==> src/vpi_pkg.sv <==
`default_nettype none
package vpi_pkg;

  localparam int POS_W       = 19;
  localparam int MOUSE_W     = 11;
  localparam int MDELTA_W    = 12;
  localparam int MODE_W      = 2;
  localparam int GRAV_W      = 8;
  localparam int FACT_W      = 9;
  localparam int RAD_W       = 16;
  localparam int AREA_W      = 10;
  localparam int CFG_IDX_W   = 3;
  localparam int CFG_DATA_W  = 16;
  localparam int FACTOR_BITS = 8;

  localparam int FRAC_BITS_DEF = 8;

  localparam int POS_MAX = 262143;
  localparam int POS_MIN = -262144;

  localparam int MODE_DRAG    = 0;
  localparam int MODE_EXPLODE = 1;

  localparam logic [CFG_IDX_W-1:0] REG_GRAVITY        = 3'd0;
  localparam logic [CFG_IDX_W-1:0] REG_DRAG_FACTOR    = 3'd1;
  localparam logic [CFG_IDX_W-1:0] REG_BOUNCE_FACTOR  = 3'd2;
  localparam logic [CFG_IDX_W-1:0] REG_DRAG_RADIUS    = 3'd3;
  localparam logic [CFG_IDX_W-1:0] REG_EXPLODE_RADIUS = 3'd4;
  localparam logic [CFG_IDX_W-1:0] REG_AREA_WIDTH     = 3'd5;
  localparam logic [CFG_IDX_W-1:0] REG_AREA_HEIGHT    = 3'd6;

  typedef struct packed {
    logic [GRAV_W-1:0] gravity;
    logic [FACT_W-1:0] drag_factor;
    logic [FACT_W-1:0] bounce_factor;
    logic [RAD_W-1:0]  drag_radius;
    logic [RAD_W-1:0]  explode_radius;
    logic [AREA_W-1:0] area_width;
    logic [AREA_W-1:0] area_height;
  } cfg_t;

  localparam cfg_t CFG_RESET = '{
    gravity:        8'd18,
    drag_factor:    9'd256,
    bounce_factor:  9'd77,
    drag_radius:    16'd7680,
    explode_radius: 16'd6400,
    area_width:     10'd800,
    area_height:    10'd600
  };

  // width of the previous position once the pointer has acted on it
  function automatic int prev_w(input int frac_bits);
    int msh;
    int dw;
    msh = MOUSE_W + frac_bits;
    dw  = ((POS_W > msh) ? POS_W : msh) + 1;
    return dw + 2;
  endfunction

endpackage
`default_nettype wire

==> src/vpi_pointer.sv <==
`default_nettype none
module vpi_pointer
  import vpi_pkg::*;
#(
  parameter int FRAC_BITS = FRAC_BITS_DEF
)
(
  input  logic                                clk,
  input  logic                                rst,
  input  logic                                in_valid,
  output logic                                in_ready,
  input  logic signed [POS_W-1:0]             pos_x,
  input  logic signed [POS_W-1:0]             pos_y,
  input  logic signed [POS_W-1:0]             prev_x,
  input  logic signed [POS_W-1:0]             prev_y,
  input  logic                                pinned,
  input  logic signed [POS_W-1:0]             pin_x,
  input  logic signed [POS_W-1:0]             pin_y,
  input  logic signed [MOUSE_W-1:0]           mouse_x,
  input  logic signed [MOUSE_W-1:0]           mouse_y,
  input  logic signed [MDELTA_W-1:0]          mouse_dx,
  input  logic signed [MDELTA_W-1:0]          mouse_dy,
  input  logic [MODE_W-1:0]                   mouse_mode,
  input  cfg_t                                cfg,
  output logic                                pt_valid,
  input  logic                                pt_ready,
  output logic signed [POS_W-1:0]             pt_x,
  output logic signed [POS_W-1:0]             pt_y,
  output logic signed [prev_w(FRAC_BITS)-1:0] pt_ox,
  output logic signed [prev_w(FRAC_BITS)-1:0] pt_oy,
  output logic                                pt_pinned
);

  localparam int OW    = prev_w(FRAC_BITS);
  localparam int DW    = OW - 2;
  localparam int MSH_W = MOUSE_W + FRAC_BITS;
  localparam int SQ_W  = 2 * DW;
  localparam int D2_W  = 2 * DW;
  localparam int RSQ_W = 2 * RAD_W;

  logic v1, v2;
  logic en1, en2, en3;

  assign en3      = !pt_valid || pt_ready;
  assign en2      = !v2 || en3;
  assign en1      = !v1 || en2;
  assign in_ready = en1;

  // a pinned particle takes its pin position and skips the pointer
  logic signed [POS_W-1:0] x_in, y_in;
  logic [MODE_W-1:0]       mode_in;
  logic signed [MSH_W-1:0] mx_sh, my_sh, mdx_sh, mdy_sh;

  assign x_in    = pinned ? pin_x : pos_x;
  assign y_in    = pinned ? pin_y : pos_y;
  assign mode_in = pinned ? '0 : mouse_mode;
  assign mx_sh   = $signed({mouse_x, {FRAC_BITS{1'b0}}});
  assign my_sh   = $signed({mouse_y, {FRAC_BITS{1'b0}}});
  assign mdx_sh  = $signed({mouse_dx, {(FRAC_BITS-1){1'b0}}});
  assign mdy_sh  = $signed({mouse_dy, {(FRAC_BITS-1){1'b0}}});

  logic signed [POS_W-1:0] s1_x, s1_y, s1_ox, s1_oy;
  logic signed [DW-1:0]    s1_dx, s1_dy, s1_gx, s1_gy;
  logic [MODE_W-1:0]       s1_mode;
  logic                    s1_pinned;

  logic signed [SQ_W-1:0]  sqx_full, sqy_full;
  logic [SQ_W-2:0]         s2_sqx, s2_sqy;
  logic [RSQ_W-1:0]        s2_rd2, s2_re2;
  logic signed [OW-1:0]    s2_ex, s2_ey;
  logic signed [DW-1:0]    s2_gx, s2_gy;
  logic signed [POS_W-1:0] s2_x, s2_y, s2_ox, s2_oy;
  logic [MODE_W-1:0]       s2_mode;
  logic                    s2_pinned;

  logic [D2_W-1:0]         d2;
  logic                    hit_drag, hit_expl;
  logic signed [OW-1:0]    ox_next, oy_next;

  assign sqx_full = SQ_W'(s1_dx) * SQ_W'(s1_dx);
  assign sqy_full = SQ_W'(s1_dy) * SQ_W'(s1_dy);

  assign d2       = D2_W'(s2_sqx) + D2_W'(s2_sqy);
  assign hit_drag = s2_mode[MODE_DRAG] && (d2 < D2_W'(s2_rd2));
  assign hit_expl = s2_mode[MODE_EXPLODE] && (d2 < D2_W'(s2_re2));

  // explode overrides drag
  always_comb begin
    if (hit_expl) begin
      ox_next = s2_ex;
      oy_next = s2_ey;
    end else if (hit_drag) begin
      ox_next = OW'(s2_gx);
      oy_next = OW'(s2_gy);
    end else begin
      ox_next = OW'(s2_ox);
      oy_next = OW'(s2_oy);
    end
  end

  always_ff @(posedge clk) begin
    if (rst) begin
      v1       <= 1'b0;
      v2       <= 1'b0;
      pt_valid <= 1'b0;
    end else begin
      if (en1) v1       <= in_valid;
      if (en2) v2       <= v1;
      if (en3) pt_valid <= v2;
    end
  end

  always_ff @(posedge clk) begin
    if (en1) begin
      s1_x      <= x_in;
      s1_y      <= y_in;
      s1_ox     <= prev_x;
      s1_oy     <= prev_y;
      s1_dx     <= DW'(x_in) - DW'(mx_sh);
      s1_dy     <= DW'(y_in) - DW'(my_sh);
      s1_gx     <= DW'(x_in) - DW'(mdx_sh);
      s1_gy     <= DW'(y_in) - DW'(mdy_sh);
      s1_mode   <= mode_in;
      s1_pinned <= pinned;
    end
    if (en2) begin
      s2_sqx    <= sqx_full[SQ_W-2:0];
      s2_sqy    <= sqy_full[SQ_W-2:0];
      s2_rd2    <= RSQ_W'(cfg.drag_radius) * RSQ_W'(cfg.drag_radius);
      s2_re2    <= RSQ_W'(cfg.explode_radius) * RSQ_W'(cfg.explode_radius);
      s2_ex     <= OW'(s1_x) - OW'(s1_dx) - OW'(s1_dx);
      s2_ey     <= OW'(s1_y) - OW'(s1_dy) - OW'(s1_dy);
      s2_gx     <= s1_gx;
      s2_gy     <= s1_gy;
      s2_x      <= s1_x;
      s2_y      <= s1_y;
      s2_ox     <= s1_ox;
      s2_oy     <= s1_oy;
      s2_mode   <= s1_mode;
      s2_pinned <= s1_pinned;
    end
    if (en3) begin
      pt_x      <= s2_x;
      pt_y      <= s2_y;
      pt_ox     <= ox_next;
      pt_oy     <= oy_next;
      pt_pinned <= s2_pinned;
    end
  end

endmodule
`default_nettype wire

==> config.mk <==
export PLATFORM = sky130hd
export DESIGN_NAME = vpi_pointer
export DESIGN_NICKNAME = d
export VERILOG_FILES = /design/src/vpi_pkg.sv /design/src/vpi_pointer.sv
export SDC_FILE = /design/constraint.sdc
export NUM_CORES = 2
export LEC_CHECK = 0
export BUFFER_PORTS_ARGS = -buffer_cell sky130_fd_sc_hd__buf_2
export CORE_MARGIN = 3
export CORE_UTILIZATION = 40
export DETAILED_ROUTE_END_ITERATION = 6
export GPL_TIMING_DRIVEN = 0
export PLACE_DENSITY = 0.58
export SYNTH_ARGS = -nofsm -noshare
export SYNTH_HDL_FRONTEND = slang
export SYNTH_SLANG_ARGS = --single-unit
export TNS_END_PERCENT = 30
==> constraint.sdc <==
create_clock -name clk -period 23.2 [get_ports clk]
set_clock_uncertainty 0.05 [all_clocks]
set_input_delay 5.8 -clock clk [delete_from_list [all_inputs] [get_ports clk]]
set_output_delay 5.8 -clock clk [all_outputs]
set_load 0.03 [all_outputs]
==> summary.txt <==
CTS
  • CTS tree: yes
  • Max clock buf depth: 3
  • Clk sinks: 500
  • Root buf cell: clkbuf_16
  • Setup Buffers After CTS: 0
  • Clk slew on worst S/H paths: ~0.060 ns
  • Cts repair resizes: 0
  • Clk_lat worst skew: between 0.6 and 0.7 ns
  • CTS Buf Count: 55
  • CTS Hold Bufs: 0
  • H-tree levels: 2

Worst hold path
  • Worst Hold Launch: s1_gx[19]
  • Worst min path class: register to register

Placement
  • Gp weighted congestion: around 0.89
  • Dpl ws: about 9.9 ns
  • Port Buffer Count: ~280
  • DP HPWL: between 100000 and 150000 um

Timing
  • Final hold vios: 0
  • Max-slew violations: 0
  • Worst-margin pin slew: between 1 and 1.5 ns
  • Setup TNS: 0 ns
  • Hold slack: 0.367 ns
  • Final setup vio count: 0
  • Final Cycle Share: 0.574
  • Rel. slew slack: 0.233
  • RSZ-0062 raised after global routing: false
  • Max frequency: ~75 MHz
  • Setup ws final: around 9.9 ns
  • Crit path time final: 13.32 ns

Synthesis
  • Post-synth EDFFs: 497
  • Yosys reg bits: 500
  • Post-Synth Adder-Cell Area: 0.463
  • Post-synthesis mux area share: 0.00853
  • Yosys top cell by area: fa_1
  • Syn nets: slightly above 8k
  • Synth Area in Simple Gates: 0.0867
  • Syn_area_per_cell: 10.4 sq um
  • Yosys warns: 0
  • Synthesized area: between 60000 and 70000 sq um
  • Post-synthesis sequential area ratio: 0.236
  • Gate Count Post-Synth: approximately 6k
  • Distinct cells, synth: 80
  • Top_reg_cell synth: edfxtp_1
  • Largest family of logic cells by synthesized area: adder cells
  • Area share of the leading cell type in the synthesized netlist: 0.343
  • Compound-gate portion of the synthesized area: 0.0700
  • Xor/xnor share of the synthesized area: 0.0344
  • Ranking of synthesized cells by area: fa_1, edfxtp_1, ha_1
  • Async S/R FF share, synth: 0

Worst setup path
  • Worst path arrival time: 7.47 ns
  • Critical path's slowest cell: and2_1
  • Crit-path max FO: 53
  • WP data required: ~17 ns
  • RR Startpoint: s1_x[5]
  • CP bufs+invs: 3
  • Critical path's most frequent cell: buf_2
  • Endpoint class of the critical path: output port
  • Top delay family on crit path: simple AND/OR/NAND/NOR gates
  • Crit Path Category: input pin to output port
  • Startpoint Class: input pin
  • Origin of the worst setup path: pt_ready
  • Slowest stage delay, CP: 0.39 ns
  • Critical-path cell list: buf_2, nor2b_1, and2_1, nand2_4, buf_16, buf_2

Cells and area
  • Layout Nets: roughly 8.4k
  • Register area: approximately 15000 sq um
  • Multi-input combinational cell area: about 42000 sq um
  • Most common cell after layout, fill and taps aside: inv_1
  • Layout cell share with drive strength beyond 1: 0.0727
  • Filler cell count: around 15k
  • Most frequent cells in the layout: inv_1, fa_1, ha_1
  • Area Growth Syn to Fin: 9.47%

Route
  • ANT nets after route: 0
  • Drt initial violations: approximately 2.7k
  • Via density: 4.99
  • Via total after detailed routing: between 40k and 50k
  • DRT Pass-1 Iters: 5
  • Detailed Route WL: about 160000 um
  • Remaining DRCs: 0
  • WL/cell: 18.9 um

Die
  • Die footprint: 163000 sq um
  • Die X: just over 400 um
  • Die H: 404 um
  • Core area: around 160000 sq um
  • I/O pin cnt: 330
  • Row count: 145
  • Starting Density: 0.404

Global route
  • Antenna violations before repair: 9
  • Vias in the first global route: 46.0k
  • Total GRT Usage: 0.203
  • Largest net degree at the start of global routing: about 130
  • First-pass GRT wire length: 257000 um
  • Total grt overflow: 0

Job
  • Max-cap violations: 0

Status
  • Status: complete, no violations
## layout make-up
type | instances | share of cell area
plain buffers | 118 | 0.00678
repair buffers | 289 | 0.0228
flip-flops and latches | 500 | 0.216
multi-input cells | 3918 | 0.606
well taps | 2058 | 0.0371
clock inverters | 43 | 0.00599
clock buffers | 60 | 0.0201
inverters | 1578 | 0.0855
diodes | 3 | 0.000108
## metal layers
layer  global-route usage  wire length [um]  vias to the layer above
met5                    0                34                        -
met4               0.0479              4090                        4
met3               0.0278              9430                      213
met2                0.342             77600                     1162
met1                0.278             70600                    21500
li1                     -                 -                    19800
## cell usage after synthesis, types with 6 or more instances
cell          n
buf_2         6
o21ai_1       6
o21a_1       18
a31oi_1      12
nand2_1     417
a31o_2        8
a211o_1       7
nand4_1      26
a21boi_0     25
ha_1        608
inv_1      1557
buf_1        12
and2_1      102
o22ai_1      49
or3_1        10
o21ai_0     112
edfxtp_1    497
and3_1       19
fa_1       1086
o21bai_1     29
a21o_1      107
xor2_1       75
nand3_1      35
o31ai_1      14
mux2i_1       9
a211oi_1     20
xnor2_1     174
mux2_2       40
nor2b_1      47
a2111oi_0     8
o211ai_1     11
nor2_1      445
clkinv_1     16
clkbuf_1     97
nor3_1       43
nand2b_1     43
or2_2        19
a21oi_1     222
## logic make-up after synthesis
| family | count (synthesis) |
|---|---|
| simple gates | 1232 |
| mux | 49 |
| compound gates | 694 |
| flops | 500 |
| fa+ha+maj | 1694 |
| buf+inv | 1696 |
| xor+xnor | 249 |
## registers in the layout, summed over array words and instances, names as in the netlist, 13 cells and up
| signal | count |
|---|---|
| pt_ox | 22 |
| pt_oy | 22 |
| pt_x | 19 |
| pt_y | 19 |
| s1_gx | 13 |
| s1_gy | 13 |
| s1_ox | 19 |
| s1_oy | 19 |
| s1_x | 19 |
| s1_y | 19 |
| s2_ex | 22 |
| s2_ey | 22 |
| s2_gx | 19 |
| s2_gy | 19 |
| s2_ox | 19 |
| s2_oy | 19 |
| s2_rd2 | 31 |
| s2_re2 | 31 |
| s2_sqx | 38 |
| s2_sqy | 38 |
## path summary, 6_finish.rpt
kind | end | slack, ns | cells past startpoint
hold / removal | s2_gx[19] | 0.37 | 0
setup / recovery | in_ready | 9.88 | 6
hold reg to reg | s2_gx[19] | 0.37 | 0
setup reg to reg | s2_sqx[36] | 13.73 | 21
## through the flow
step,cell area (sq um),utilization,cells
global route,69400,0.443,8564
finish,69400,0.443,8567
CTS,69400,0.443,8564
floorplan,63400,-,6114
detailed placement,67600,0.431,8461
global placement,67400,0.430,8455
Power is not shown: default switching activity piles up to over one toggle a cycle in this logic, so the estimate is an artifact.
