[src/vpi_pkg.sv]
`default_nettype none
package vpi_pkg;

  localparam int POS_W       = 19;
  localparam int MOUSE_W     = 11;
  localparam int MDELTA_W    = 12;
  localparam int MODE_W      = 2;
  localparam int GRAV_W      = 8;
  localparam int FACT_W      = 9;
  localparam int RAD_W       = 16;
  localparam int AREA_W      = 10;
  localparam int CFG_IDX_W   = 3;
  localparam int CFG_DATA_W  = 16;
  localparam int FACTOR_BITS = 8;

  localparam int FRAC_BITS_DEF = 8;

  localparam int POS_MAX = 262143;
  localparam int POS_MIN = -262144;

  localparam int MODE_DRAG    = 0;
  localparam int MODE_EXPLODE = 1;

  localparam logic [CFG_IDX_W-1:0] REG_GRAVITY        = 3'd0;
  localparam logic [CFG_IDX_W-1:0] REG_DRAG_FACTOR    = 3'd1;
  localparam logic [CFG_IDX_W-1:0] REG_BOUNCE_FACTOR  = 3'd2;
  localparam logic [CFG_IDX_W-1:0] REG_DRAG_RADIUS    = 3'd3;
  localparam logic [CFG_IDX_W-1:0] REG_EXPLODE_RADIUS = 3'd4;
  localparam logic [CFG_IDX_W-1:0] REG_AREA_WIDTH     = 3'd5;
  localparam logic [CFG_IDX_W-1:0] REG_AREA_HEIGHT    = 3'd6;

  typedef struct packed {
    logic [GRAV_W-1:0] gravity;
    logic [FACT_W-1:0] drag_factor;
    logic [FACT_W-1:0] bounce_factor;
    logic [RAD_W-1:0]  drag_radius;
    logic [RAD_W-1:0]  explode_radius;
    logic [AREA_W-1:0] area_width;
    logic [AREA_W-1:0] area_height;
  } cfg_t;

  localparam cfg_t CFG_RESET = '{
    gravity:        8'd18,
    drag_factor:    9'd256,
    bounce_factor:  9'd77,
    drag_radius:    16'd7680,
    explode_radius: 16'd6400,
    area_width:     10'd800,
    area_height:    10'd600
  };

  // width of the previous position once the pointer has acted on it
  function automatic int prev_w(input int frac_bits);
    int msh;
    int dw;
    msh = MOUSE_W + frac_bits;
    dw  = ((POS_W > msh) ? POS_W : msh) + 1;
    return dw + 2;
  endfunction

endpackage
`default_nettype wire

[src/vpi_cfg.sv]
`default_nettype none
module vpi_cfg
  import vpi_pkg::*;
(
  input  logic                  clk,
  input  logic                  rst,
  input  logic                  cfg_write,
  input  logic [CFG_IDX_W-1:0]  cfg_addr,
  input  logic [CFG_DATA_W-1:0] cfg_wdata,
  output cfg_t                  cfg
);

  always_ff @(posedge clk) begin
    if (rst) begin
      cfg <= CFG_RESET;
    end else if (cfg_write) begin
      case (cfg_addr)
        REG_GRAVITY:        cfg.gravity        <= cfg_wdata[GRAV_W-1:0];
        REG_DRAG_FACTOR:    cfg.drag_factor    <= cfg_wdata[FACT_W-1:0];
        REG_BOUNCE_FACTOR:  cfg.bounce_factor  <= cfg_wdata[FACT_W-1:0];
        REG_DRAG_RADIUS:    cfg.drag_radius    <= cfg_wdata[RAD_W-1:0];
        REG_EXPLODE_RADIUS: cfg.explode_radius <= cfg_wdata[RAD_W-1:0];
        REG_AREA_WIDTH:     cfg.area_width     <= cfg_wdata[AREA_W-1:0];
        REG_AREA_HEIGHT:    cfg.area_height    <= cfg_wdata[AREA_W-1:0];
        default: ;
      endcase
    end
  end

endmodule
`default_nettype wire

[config.mk]
export PLATFORM = sky130hd
export DESIGN_NAME = vpi_cfg
export DESIGN_NICKNAME = d
export VERILOG_FILES = /design/src/vpi_pkg.sv /design/src/vpi_cfg.sv
export SDC_FILE = /design/constraint.sdc
export NUM_CORES = 1
export LEC_CHECK = 0
export ABC_CLOCK_PERIOD_IN_PS = 1250
export BUFFER_PORTS_ARGS = -buffer_cell sky130_fd_sc_hd__buf_4
export CAP_MARGIN = 10
export CORE_ASPECT_RATIO = 1.4
export CORE_MARGIN = 2
export CORE_UTILIZATION = 35
export DETAILED_ROUTE_END_ITERATION = 12
export PLACE_DENSITY_LB_ADDON = 0.2
export SLEW_MARGIN = 20
export SYNTH_ARGS = -nofsm -noshare
export SYNTH_HDL_FRONTEND = slang
export SYNTH_SLANG_ARGS = --single-unit
[constraint.sdc]
create_clock -name clk -period 1.25 [get_ports clk]
set_input_delay 0.0625 -clock clk [delete_from_list [all_inputs] [get_ports clk]]
set_output_delay 0.0625 -clock clk [all_outputs]
set_load 0.01 [all_outputs]
==> impl_metrics.tcl, run 1 <==
set metrics [dict create \
    viasPerCell 4.60 \
    p_switching_mw 1.21 \
    peakVddDrop_v 0.000703 \
    crit_fanout 6 \
    hold_violations 0 \
    crit_slowest_cell "dlygate4sd3_1" \
    drtAntennaViolNets 0 \
    io_pins 100 \
    p_int_mw 4.63 \
    drt-total-wl_mm 7.81 \
    place_inst 488 \
    period_needed_ns 0.934 \
    cts.sinks 78 \
    cts_buffers 9 \
    drc 0 \
    cts_setup_buffers 0 \
    drtIter0Drc 68 \
    critPathTopFamily "buffers and inverters" \
    syn_to_final_growth_pct 41.9 \
    grtUsageTotal 0.164 \
    start_util 0.361 \
    tritoncts "built" \
    fin_tns_setup_ns 0 \
    gp_congestion 0.695 \
    clk_latency_ns 0.33 \
    crit_type "input pin to register" \
    netlist.area_leader.share 0.502 \
    power_density_mw_per_mm2 1320 \
    final_core_util 0.513 \
    period_share 0.747 \
    seq_area_frac_synth 0.502 \
    netlist_area_sq_mm 0.00311 \
    antenna_found_initial 0 \
    regArea_sq_mm 0.00156 \
    final_area_sq_mm 0.00441 \
    cts-root-buf "clkbuf_16" \
    die_h_um 116 \
    finalSetupViolCount 0 \
    die-area_sq_mm 0.00967 \
    dieWidth_um 83.7 \
    p_total_mw 5.84 \
    finalMaxSlewViolations 0 \
    rsz0062_at_grt "no" \
    async_reset_ff_frac 0 \
    worst_ep_required_time_ns 1.45 \
    cts_resized 0 \
    grt_pass1_wl_mm 12.2 \
    avgSynthCellArea_sq_um 10.7 \
    synth_flop_cell "dfxtp_1" \
    slew_headroom 0.748 \
    critPathBufInv 2 \
    portBuffers 99 \
    status "finished, final reports clean" \
    yosys_warnings 0 \
    top_regs "cfg: 78 flops" \
    h-tree-depth 3 \
    crit_chain "dlygate4sd3_1 -> buf_4 -> nand2b_1 -> mux2i_1" \
    worst_slew_pin_slew_ns 0.377 \
    routedWlPerCell_um 15.4 \
    num_vias 2338 \
    clockPowerShare 0.478 \
    regMostFlops "cfg" \
    diodes 0 \
    place_area_sq_mm 0.00404 \
    grt_pass1_vias 2357 \
    gr-total-overflow 0 \
    hold-worst-slack_ns 0.00833 \
    hp-class "input pin to register" \
    syn_nets 313 \
    critPathCaptureType "register" \
    swShare 0.208 \
    hpwl_mm 5.64 \
    finalClockSkew_ns 0 \
    firstDrtPassIters 4 \
    rows 40 \
    pre_cts_ws_ns 0.0336 \
    synth_cell_type_count 14 \
    core_area_sq_mm 0.00861 \
    worst_slack_ns 0.316 \
    synth_area_leaders "dfxtp_1, mux2i_1, nand2b_1" \
    start_kind "input pin" \
    comb_power_share 0.081 \
    fillers 827 \
    synth-seq-cells 78 \
    drv_cap 0 \
    p_seq_frac 0.441 \
    cp_slowest_stage_delay_ns 0.54 \
    cp_data_arrival_time_ns 1.14 \
    grt_max_degree 41 \
    drive_gt1_frac 0.325 \
    yosysTopAreaCell "dfxtp_1" \
    stdcell_count 508 \
    path_clk_slew_ns 0.06 \
    multi_input_area_sq_mm 0.00146 \
    largest_register_ffs 78 \
    p_leak_nw 2.15 \
    netlist_top_cells_count "dfxtp_1, mux2i_1, nand2b_1" \
    synthCells 291 \
    synth_edf_count 0 \
    clock_path_buffers 2 \
    max_freq_ghz 1.07 \
    final_nets 421 \
]
==> worst paths after layout <==
kind	from	endpoint	slack (ns)	cells after the start
min reg2reg	cfg[22]	cfg[22]	0.47	2
max	cfg_wdata[5]	cfg[57]	0.32	4
min	cfg_wdata[1]	cfg[71]	0.008	3
max reg2reg	cfg[67]	cfg[67]	0.63	2
==> layout make-up <==
type                       count  share of cell area
timing repair buffer         119               0.214
multi-input combinational    191               0.330
clock buffer                  11              0.0573
clock inverter                 4              0.0159
sequential                    78               0.354
tap                          105              0.0298
==> power groups by stage <==
stage / clock (mW) / combinational [mW] / sequential, mW
after floorplan: 0 / 0.216 / 2.65
after global placement: 0 / 0.464 / 2.63
after detailed placement: 0 / 0.469 / 2.63
after CTS: 2.86 / 0.482 / 2.58
after global routing: 2.98 / 0.513 / 2.58
final: 2.80 / 0.473 / 2.57
==> tightest hold or removal path: cells and delay by family <==
family,cells,cell delay (ns)
muxes,1,0.11
buffers and inverters,1,0.09
and+or+nand+nor,1,0.04
==> cells by family after synthesis <==
| group | after synthesis | synth area share |
|---|---|---|
| buf+inv | 22 | 0.0354 |
| flops | 78 | 0.502 |
| mux | 78 | 0.251 |
| simple gates | 113 | 0.212 |
==> cells in the final DEF (no fill, tap or decap) <==
master           n
buf_4          111
nor4bb_4         1
and4b_1          1
nand2b_1        71
nor2_1          33
bufinv_16        2
nand4bb_1        2
or4b_1           1
nand4b_1         3
mux2i_1         78
and4bb_2         1
buf_12           3
clkbuf_16        9
dlygate4sd3_1    5
clkbuf_8         2
dfxtp_1         78
clkinv_2         2
==> per-layer routing <==
metal | global-route usage | share of wire | up-vias
met3 | 0.0477 | 0.053 | 12
li1 | - | - | 1176
met4 | 0.0710 | 0.017 | 0
met1 | 0.195 | 0.42 | 1086
met5 | 0 | 0 | -
met2 | 0.279 | 0.51 | 64
==> timing repair <==
item | in CTS | in global routing
endpoints found under the setup margin | 0 | 0
hold buffers | 5 | 0
endpoints found under the hold margin | 7 | 0
(Power assumes the default switching activity.)
==> run 2, diff against run 1 <==
--- a/config.mk
+++ b/config.mk
@@ -5,7 +5,7 @@
 export SDC_FILE = /design/constraint.sdc
 export NUM_CORES = 1
 export LEC_CHECK = 0
-export ABC_CLOCK_PERIOD_IN_PS = 1250
+export ABC_CLOCK_PERIOD_IN_PS = 800
 export BUFFER_PORTS_ARGS = -buffer_cell sky130_fd_sc_hd__buf_4
 export CAP_MARGIN = 10
 export CORE_ASPECT_RATIO = 1.4
==> constraint.sdc (replaced) <==
create_clock -name clk -period 0.8 [get_ports clk]
set_input_delay 0.04 -clock clk [delete_from_list [all_inputs] [get_ports clk]]
set_output_delay 0.04 -clock clk [all_outputs]
set_load 0.01 [all_outputs]
==> run 2 against run 1 <==
Wire length rose by 6.9%. Largest cell class unchanged. The flow now finishes with violations (negative setup slack). Sequential share of layout area fell by 3.3 points. Combinational power rose by 100%. Sequential cell count did not move.
==> impl_metrics.tcl, run 2 (synthesized netlist as in run 1, its figures left out) <==
set metrics [dict create \
    status "finished with violations" \
    violations "negative setup slack" \
    drv_cap 0 \
    hpwl_mm 5.80 \
    core_area_sq_mm 0.00861 \
    regArea_sq_mm 0.00166 \
    start_util 0.361 \
    rrSetupSlack_ns 0.07 \
    cts_buffers 9 \
    critPathCaptureType "output pin" \
    multi_input_area_sq_mm 0.00149 \
    path_clk_slew_ns 0.06 \
    start_kind "register" \
    critPathBufInv 1 \
    r2r_end "cfg[9]" \
    cp_slowest_stage_delay_ns 0.35 \
    dieWidth_um 83.7 \
    hold_start "cfg_wdata[8]" \
    grt_pass1_wl_mm 13.3 \
    p_leak_nw 2.47 \
    tritoncts "built" \
    firstDrtPassIters 4 \
    cp_data_arrival_time_ns 0.79 \
    period_needed_ns 0.833 \
    diodes 0 \
    crit_slowest_cell "dfxtp_2" \
    drtAntennaViolNets 0 \
    syn_to_final_growth_pct 66.5 \
    grt_max_degree 29 \
    power_density_mw_per_mm2 1760 \
    mostFrequentLayoutCells "buf_6, mux2i_1, dfxtp_2" \
    drtIter0Drc 88 \
    rr_worst_depth 3 \
    crit_chain "buf_6" \
    peakVddDrop_v 0.00115 \
    die-area_sq_mm 0.00967 \
    final_area_sq_mm 0.00518 \
    routedWlPerCell_um 15.1 \
    die_h_um 116 \
    num_vias 2488 \
    grtUsageTotal 0.178 \
    crit_type "register to output pin" \
    place_area_sq_mm 0.00418 \
    fillers 729 \
    drc 0 \
    hold_violations 0 \
    clk_latency_ns 0.33 \
    portBuffers 99 \
    period_share 1.04 \
    mostFrequentLayoutCell "buf_6" \
    finalMaxSlewViolations 0 \
    holdPathEnd "cfg[69]" \
    rows 40 \
    cp-startpoint "cfg[74]" \
    antenna_found_initial 0 \
    worst_slack_ns -0.0328 \
    clock_path_buffers 2 \
    slew_headroom 0.788 \
    crit_fanout 2 \
    top_regs "cfg: 78 flops" \
    max_freq_ghz 1.20 \
    largest_register_ffs 78 \
    r2r-start "cfg[9]" \
    hp-class "input pin to register" \
    drt-total-wl_mm 8.35 \
    worst_slew_pin_slew_ns 0.318 \
    gr-total-overflow 0 \
    finalClockSkew_ns 0 \
    cts-root-buf "clkbuf_16" \
    worstHoldPathCells 3 \
    gp_congestion 0.725 \
    io_pins 100 \
    grt_pass1_vias 2574 \
    fin_tns_setup_ns -0.835 \
    regMostFlops "cfg" \
    viasPerCell 4.52 \
    worst_ep_required_time_ns 0.76 \
    finalSetupViolCount 76 \
    final_nets 463 \
    rsz0062_at_grt "yes" \
    cts.sinks 78 \
    h-tree-depth 3 \
    critPathTopFamily "flip-flops" \
    drive_gt1_frac 0.556 \
]
-- run 2: where the power goes --
part           switching (mW)  leakage [nW]  internal, mW
Clock                    1.52         0.152          2.57
Sequential             0.0661         0.650          3.99
Combinational           0.385          1.67         0.566
Total                    1.97          2.47          7.12
-- run 2: cell type report --
cell class | count | area share
clock buffer | 12 | 0.0495
timing repair buffer | 161 | 0.309
sequential | 78 | 0.320
tap | 105 | 0.0254
clock inverter | 4 | 0.00870
multi-input combinational | 191 | 0.287
-- run 2: metal layers --
metal,global-route usage,share of wire
met1,0.212,0.42
met2,0.300,0.51
met3,0.0527,0.056
met4,0.0774,0.015
met5,0,0
-- run 2: how the worst max path moves through the flow --
stage                          to  cells after the start
after global routing      cfg[70]                      1
after global placement    cfg[72]                      4
after floorplan           cfg[77]                      4
after detailed placement  cfg[72]                      4
after CTS                 cfg[74]                      1
final                     cfg[74]                      1
-- run 2: stage by stage --
| stage | instances | power (mW) | worst slack [ns] | utilization | hold slack (ns) |
|---|---|---|---|---|---|
| finish | 551 | 9.10 | -0.0328 | 0.602 | 0.0109 |
| CTS | 538 | 9.17 | -0.0498 | 0.586 | 0.00626 |
| detailed placement | 505 | 4.91 | -0.387 | 0.486 | 0.315 |
| floorplan | 291 | 4.49 | -0.258 | - | 0.195 |
| global placement | 505 | 4.91 | -0.384 | 0.486 | 0.307 |
| global route | 551 | 9.48 | -0.0603 | 0.602 | 0.0146 |
-- run 2: what timing repair did --
action,in CTS,in global routing
pin swaps,0,0
gates resized for setup,158,8
setup buffers,3,14
endpoints found under the setup margin,86,106
hold buffers,14,0
endpoints found under the hold margin,21,0
