`src/vpi_pkg.sv`:
```
`default_nettype none
package vpi_pkg;

  localparam int POS_W       = 19;
  localparam int MOUSE_W     = 11;
  localparam int MDELTA_W    = 12;
  localparam int MODE_W      = 2;
  localparam int GRAV_W      = 8;
  localparam int FACT_W      = 9;
  localparam int RAD_W       = 16;
  localparam int AREA_W      = 10;
  localparam int CFG_IDX_W   = 3;
  localparam int CFG_DATA_W  = 16;
  localparam int FACTOR_BITS = 8;

  localparam int FRAC_BITS_DEF = 8;

  localparam int POS_MAX = 262143;
  localparam int POS_MIN = -262144;

  localparam int MODE_DRAG    = 0;
  localparam int MODE_EXPLODE = 1;

  localparam logic [CFG_IDX_W-1:0] REG_GRAVITY        = 3'd0;
  localparam logic [CFG_IDX_W-1:0] REG_DRAG_FACTOR    = 3'd1;
  localparam logic [CFG_IDX_W-1:0] REG_BOUNCE_FACTOR  = 3'd2;
  localparam logic [CFG_IDX_W-1:0] REG_DRAG_RADIUS    = 3'd3;
  localparam logic [CFG_IDX_W-1:0] REG_EXPLODE_RADIUS = 3'd4;
  localparam logic [CFG_IDX_W-1:0] REG_AREA_WIDTH     = 3'd5;
  localparam logic [CFG_IDX_W-1:0] REG_AREA_HEIGHT    = 3'd6;

  typedef struct packed {
    logic [GRAV_W-1:0] gravity;
    logic [FACT_W-1:0] drag_factor;
    logic [FACT_W-1:0] bounce_factor;
    logic [RAD_W-1:0]  drag_radius;
    logic [RAD_W-1:0]  explode_radius;
    logic [AREA_W-1:0] area_width;
    logic [AREA_W-1:0] area_height;
  } cfg_t;

  localparam cfg_t CFG_RESET = '{
    gravity:        8'd18,
    drag_factor:    9'd256,
    bounce_factor:  9'd77,
    drag_radius:    16'd7680,
    explode_radius: 16'd6400,
    area_width:     10'd800,
    area_height:    10'd600
  };

  // width of the previous position once the pointer has acted on it
  function automatic int prev_w(input int frac_bits);
    int msh;
    int dw;
    msh = MOUSE_W + frac_bits;
    dw  = ((POS_W > msh) ? POS_W : msh) + 1;
    return dw + 2;
  endfunction

endpackage
`default_nettype wire

```
`src/vpi_motion.sv`:
```
`default_nettype none
module vpi_motion
  import vpi_pkg::*;
#(
  parameter int FRAC_BITS = FRAC_BITS_DEF
)
(
  input  logic                                clk,
  input  logic                                rst,
  input  logic                                pt_valid,
  output logic                                pt_ready,
  input  logic signed [POS_W-1:0]             pt_x,
  input  logic signed [POS_W-1:0]             pt_y,
  input  logic signed [prev_w(FRAC_BITS)-1:0] pt_ox,
  input  logic signed [prev_w(FRAC_BITS)-1:0] pt_oy,
  input  logic                                pt_pinned,
  input  cfg_t                                cfg,
  output logic                                out_valid,
  input  logic                                out_ready,
  output logic signed [POS_W-1:0]             new_x,
  output logic signed [POS_W-1:0]             new_y,
  output logic signed [POS_W-1:0]             new_prev_x,
  output logic signed [POS_W-1:0]             new_prev_y
);

  localparam int OW   = prev_w(FRAC_BITS);
  localparam int DF_W = OW + 1;
  localparam int PR_W = DF_W + FACT_W + 1;
  localparam int VX_W = PR_W - FACTOR_BITS;
  localparam int NX_W = VX_W + 2;
  localparam int BP_W = VX_W + FACT_W + 1;
  localparam int BB_W = BP_W - FACTOR_BITS;
  localparam int WX_W = AREA_W + FRAC_BITS + 1;
  localparam int F_W  = ((NX_W > BB_W) ? NX_W : BB_W) + 1;

  function automatic logic signed [POS_W-1:0] sat_pos(input logic signed [F_W-1:0] v);
    logic signed [POS_W-1:0] r;
    if (v > F_W'(POS_MAX)) begin
      r = POS_W'(POS_MAX);
    end else if (v < F_W'(POS_MIN)) begin
      r = POS_W'(POS_MIN);
    end else begin
      r = v[POS_W-1:0];
    end
    return r;
  endfunction

  logic v1, v2, v3;
  logic en1, en2, en3, en4;

  assign en4      = !out_valid || out_ready;
  assign en3      = !v3 || en4;
  assign en2      = !v2 || en3;
  assign en1      = !v1 || en2;
  assign pt_ready = en1;

  logic signed [FACT_W:0]   dfs, bfs;
  logic signed [GRAV_W:0]   grs;
  logic signed [WX_W-1:0]   wxs, hys;

  assign dfs = $signed({1'b0, cfg.drag_factor});
  assign bfs = $signed({1'b0, cfg.bounce_factor});
  assign grs = $signed({1'b0, cfg.gravity});
  assign wxs = $signed({1'b0, cfg.area_width, {FRAC_BITS{1'b0}}});
  assign hys = $signed({1'b0, cfg.area_height, {FRAC_BITS{1'b0}}});

  logic signed [DF_W-1:0]  m1_dx, m1_dy;
  logic signed [POS_W-1:0] m1_x, m1_y, m1_px, m1_py;
  logic                    m1_pinned;

  logic signed [PR_W-1:0]  prod_x, prod_y;
  logic signed [VX_W-1:0]  m2_vx, m2_vy;
  logic signed [POS_W-1:0] m2_x, m2_y, m2_px, m2_py;
  logic                    m2_pinned;

  logic signed [NX_W-1:0]  nx, ny;
  logic signed [BP_W-1:0]  bp_x, bp_y;
  logic signed [NX_W-1:0]  m3_nx, m3_ny;
  logic signed [BB_W-1:0]  m3_bx, m3_by;
  logic                    m3_hx, m3_lx, m3_hy, m3_ly;
  logic signed [POS_W-1:0] m3_x, m3_y, m3_px, m3_py;
  logic                    m3_pinned;

  logic signed [F_W-1:0]   fx, fy, fox, foy;

  assign prod_x = PR_W'(m1_dx) * PR_W'(dfs);
  assign prod_y = PR_W'(m1_dy) * PR_W'(dfs);

  assign nx   = NX_W'(m2_x) + NX_W'(m2_vx);
  assign ny   = NX_W'(m2_y) + NX_W'(m2_vy) + NX_W'(grs);
  assign bp_x = BP_W'(m2_vx) * BP_W'(bfs);
  assign bp_y = BP_W'(m2_vy) * BP_W'(bfs);

  // clamp to the area edge and reflect the velocity
  always_comb begin
    if (m3_hx) begin
      fx  = F_W'(wxs);
      fox = F_W'(wxs) + F_W'(m3_bx);
    end else if (m3_lx) begin
      fx  = F_W'(0);
      fox = F_W'(m3_bx);
    end else begin
      fx  = F_W'(m3_nx);
      fox = F_W'(m3_x);
    end
    if (m3_hy) begin
      fy  = F_W'(hys);
      foy = F_W'(hys) + F_W'(m3_by);
    end else if (m3_ly) begin
      fy  = F_W'(0);
      foy = F_W'(m3_by);
    end else begin
      fy  = F_W'(m3_ny);
      foy = F_W'(m3_y);
    end
  end

  always_ff @(posedge clk) begin
    if (rst) begin
      v1        <= 1'b0;
      v2        <= 1'b0;
      v3        <= 1'b0;
      out_valid <= 1'b0;
    end else begin
      if (en1) v1        <= pt_valid;
      if (en2) v2        <= v1;
      if (en3) v3        <= v2;
      if (en4) out_valid <= v3;
    end
  end

  always_ff @(posedge clk) begin
    if (en1) begin
      m1_dx     <= DF_W'(pt_x) - DF_W'(pt_ox);
      m1_dy     <= DF_W'(pt_y) - DF_W'(pt_oy);
      m1_x      <= pt_x;
      m1_y      <= pt_y;
      m1_px     <= pt_ox[POS_W-1:0];
      m1_py     <= pt_oy[POS_W-1:0];
      m1_pinned <= pt_pinned;
    end
    if (en2) begin
      m2_vx     <= VX_W'(prod_x >>> FACTOR_BITS);
      m2_vy     <= VX_W'(prod_y >>> FACTOR_BITS);
      m2_x      <= m1_x;
      m2_y      <= m1_y;
      m2_px     <= m1_px;
      m2_py     <= m1_py;
      m2_pinned <= m1_pinned;
    end
    if (en3) begin
      m3_nx     <= nx;
      m3_ny     <= ny;
      m3_hx     <= nx > NX_W'(wxs);
      m3_lx     <= nx[NX_W-1];
      m3_hy     <= ny > NX_W'(hys);
      m3_ly     <= ny[NX_W-1];
      m3_bx     <= BB_W'(bp_x >>> FACTOR_BITS);
      m3_by     <= BB_W'(bp_y >>> FACTOR_BITS);
      m3_x      <= m2_x;
      m3_y      <= m2_y;
      m3_px     <= m2_px;
      m3_py     <= m2_py;
      m3_pinned <= m2_pinned;
    end
    if (en4) begin
      new_x      <= m3_pinned ? m3_x  : sat_pos(fx);
      new_y      <= m3_pinned ? m3_y  : sat_pos(fy);
      new_prev_x <= m3_pinned ? m3_px : sat_pos(fox);
      new_prev_y <= m3_pinned ? m3_py : sat_pos(foy);
    end
  end

endmodule
`default_nettype wire

```
`config.mk`:
```
export PLATFORM = sky130hd
export DESIGN_NAME = vpi_motion
export DESIGN_NICKNAME = d
export VERILOG_FILES = /design/src/vpi_pkg.sv /design/src/vpi_motion.sv
export SDC_FILE = /design/constraint.sdc
export NUM_CORES = 2
export LEC_CHECK = 0
export BUFFER_PORTS_ARGS = -buffer_cell sky130_fd_sc_hd__buf_2
export CAP_MARGIN = 20
export CORE_ASPECT_RATIO = 0.7
export CORE_UTILIZATION = 45
export DETAILED_ROUTE_END_ITERATION = 8
export SLEW_MARGIN = 20
export SYNTH_ARGS = -nofsm -noshare
export SYNTH_HDL_FRONTEND = slang
export SYNTH_SLANG_ARGS = --single-unit
```
`constraint.sdc`:
```
create_clock -name clk -period 7.4 [get_ports clk]
set_input_delay 1.48 -clock clk [delete_from_list [all_inputs] [get_ports clk]]
set_output_delay 1.48 -clock clk [all_outputs]
set_load 0.05 [all_outputs]
```
==> key figures <==
Run status
  • Status: completed

Worst setup path
  • Critical Path, Cell by Cell: buf_2 > buf_4 > and2_1 > fa_1 > fa_1 > fa_1 > fa_1 > inv_1 > fa_1 > inv_1 > ha_1 > inv_1 > nor3_1 > nand3_1 > nor4_1 > o21ai_0 > a31oi_1 > nor2_1 > a21oi_1 > a21oi_1 > xnor2_1
  • CP Class: in2reg
  • Worst EP arrival: 7.18 ns
  • Critical-path top delay cell: nor4_1
  • FF-to-FF path depth: 20
  • Reg-to-reg startpoint: m2_vy[6]
  • Flop2flop setup slack: 0.91 ns
  • Crit path capture type: flop
  • Startpoint Class: input pin
  • Worst reg2reg endpoint: m3_by[26]
  • CP required: 7.83 ns
  • Most used cell, CP: fa_1
  • Worst Path Max Fanout: 15
  • Slowest stage delay, CP: 0.59 ns

Global route
  • Vias in the first global route: 36772
  • Initial antenna violation count: 12
  • Largest net degree at the start of global routing: 118
  • Total GRT Usage: 23.9%
  • Gr ovfl total: 0
  • First-pass GRT wire length: 218000 um

Timing
  • Slew Limit Fails: 0
  • Peak Freq: 148 MHz
  • RSZ-0062 raised after global routing: no
  • Final Hold Violating Endpoints: 0
  • Slew margin rel.: 27.1%
  • Worst-Margin Slew: 1.09 ns
  • Tmin final: 6.75 ns
  • Final Cycle Share: 91.2%
  • Clock Skew: 0.0838 ns
  • Final Setup Violations: 0

Routing
  • Post-DRT Antenna Nets: 0
  • Vias: 36512
  • Routed Wire Length: 141000 um
  • Residual DRC: 0
  • DR pass1 iterations: 7
  • First DRT Iteration DRCs: 3042
  • DR WL/cell: 20.3 um
  • Vias/cell: 5.28

Synthesis
  • Cell area after synthesis: 0.0532 mm2
  • Count leader, synth: inv_1
  • Mean Syn Cell Area: 10.4 um2
  • Post-synth EDFFs: 512
  • Top_reg_cell synth: edfxtp_1
  • Synth top area cells: edfxtp_1 (29%), fa_1 (27%), ha_1 (10%)
  • Synth cell count leaders: inv_1 (917), fa_1 (722), nand2_1 (580), edfxtp_1 (512), ha_1 (435)
  • Synth warn: 0
  • #FFs+latches synth: 516
  • Area fraction of the dominant cell type after synthesis: 28.9%
  • Post-synthesis net count: 6420
  • Post-Syn Instances: 5098
  • Asr flop ratio synth: 0%
  • Cell taking the most area after synthesis: edfxtp_1
  • Synth cell types: 87
  • Sequential area share after synthesis: 29.1%

Cells and area
  • Share of cells above drive strength 1: 8.89%
  • Finished layout cell area: 0.0585 mm2
  • Nets@finish: 6634
  • Area grow syn2layout: 10.1%

Hold path
  • Worst hold path class: reg2reg
  • Hold Crit Depth: 0
  • Min-Delay Endpoint: m2_py[6]
  • Hold Path Origin: m1_py[6]

Placement
  • Post-DP Area: 0.0566 mm2
  • Post-DP HPWL: 114000 um
  • I/O Buffers: 210
  • RePlAce Congestion: 0.908

Run
  • Max cap viols: 0

CTS
  • CTS resizes: 0
  • Max clock buf depth: 3
  • TritonCTS Buffers: 57
  • Hold Buf Count CTS: 0
  • H-tree levels: 2
  • Clock sinks: 516
  • Clock Pin Slew Worst Setup and Hold Paths: 0.06 ns
  • Post CTS Setup Buffer Count: 0
  • TritonCTS clock tree: yes
  • Root Buffer: clkbuf_16
  • Clk_lat worst skew: 0.68 ns

Floorplanning
  • Initial Util: 45.4%
  • I/O pin total: 243
  • Row cnt: 105
  • Die Area: 0.120 mm2
  • Core Area: 0.117 mm2
  • Die W: 413 um
  • Die Ht: 290 um
-- cells in the final DEF (no fill, tap or decap), types with 14 or more instances in the layout --
master | synthesis | routed
a211oi_1 | 27 | 27
a21o_1 | 76 | 76
a21oi_1 | 165 | 165
a2bb2oi_1 | 18 | 18
a31oi_1 | 14 | 14
and2_1 | 434 | 434
and3_1 | 19 | 19
buf_2 | 3 | 210
buf_4 | 2 | 116
clkbuf_16 | 0 | 57
edfxtp_1 | 512 | 512
fa_1 | 722 | 722
ha_1 | 435 | 435
inv_1 | 917 | 914
mux2_2 | 17 | 17
mux2i_1 | 18 | 18
nand2_1 | 580 | 578
nand2b_1 | 28 | 28
nand3_1 | 59 | 59
nand4_1 | 14 | 14
nor2_1 | 138 | 138
nor2b_1 | 42 | 42
nor3_1 | 43 | 43
o211ai_1 | 32 | 32
o21a_1 | 42 | 42
o21ai_0 | 121 | 121
o21ai_1 | 16 | 16
o21bai_1 | 18 | 18
o31ai_1 | 16 | 16
or3_1 | 20 | 20
xnor2_1 | 150 | 150
xor2_1 | 54 | 54
-- sequential cells by signal, summed over array words and instances (netlist names), 23 cells and up --
register  flops
m3_bx        27
m3_nx        26
m3_ny        27
m2_vy        25
m2_vx        25
m1_dy        23
m3_by        27
m1_dx        23
-- layout make-up --
cell class                      count  area (um2)
Antenna cell                        5        12.5
Clock buffer                       66        1460
Clock inverter                     38         493
Fill cell                       10645       58700
Inverter                          918        3450
Multi-Input combinational cell   3482       33600
Sequential cell                   516       15500
Tap cell                         1551        1940
Timing Repair Buffer              337        2140
-- critical path: cells and delay by family --
kind | cells | cell delay [ns]
AOI/OAI and AO/OA | 4 | 0.80
xor gates and xnor gates | 1 | 0.12
buffers and inverters | 5 | 0.69
and+or+nand+nor | 5 | 1.34
adders and majority gates | 6 | 2.71
-- routing by layer --
layer,vias up,share of wire (%),global-route usage [%]
li1,16963,-,-
met1,18228,48,36.9
met2,1175,40,33.6
met3,142,9.7,6.23
met4,4,1.6,4.69
met5,-,0.018,0
-- worst max-delay path by stage --
| stage | start | end | slack [ns] | cells past startpoint |
|---|---|---|---|---|
| after global routing | cfg[55] | m3_bx[26] | 0.23 | 22 |
| final | cfg[67] | m2_vx[24] | 0.65 | 21 |
| after detailed placement | cfg[67] | m2_vx[24] | -0.002 | 21 |
| after floorplan | cfg[62] | m2_vy[18] | 0.07 | 23 |
| after global placement | cfg[54] | m3_bx[26] | 0.08 | 22 |
| after CTS | cfg[55] | m3_bx[26] | 0.69 | 22 |
-- logic make-up after synthesis --
family | Yosys count | synth area share [%]
buffers and inverters | 1100 | 7.80
xor gates and xnor gates | 204 | 3.36
adders and majority gates | 1157 | 37.4
AOI/OAI and AO/OA | 668 | 8.43
and+or+nand+nor | 1417 | 13.2
DFF | 516 | 29.1
muxes | 36 | 0.720
-- metrics by stage --
step / worst slack (ns) / hold slack (ns) / instances / setup TNS [ns] / utilization, %
finish: 0.648 / 0.405 / 6913 / 0 / 49.9
global route: 0.231 / 0.416 / 6909 / 0 / 49.9
CTS: 0.687 / 0.407 / 6908 / 0 / 49.9
detailed placement: -0.00153 / 0.405 / 6804 / -0.00153 / 48.3
global placement: 0.0758 / 0.400 / 6804 / 0 / 48.3
floorplan: 0.0684 / 0.400 / 5098 / 0 / -
Power is not shown: default switching activity piles up to over one toggle a cycle in this logic, so the estimate is an artifact.
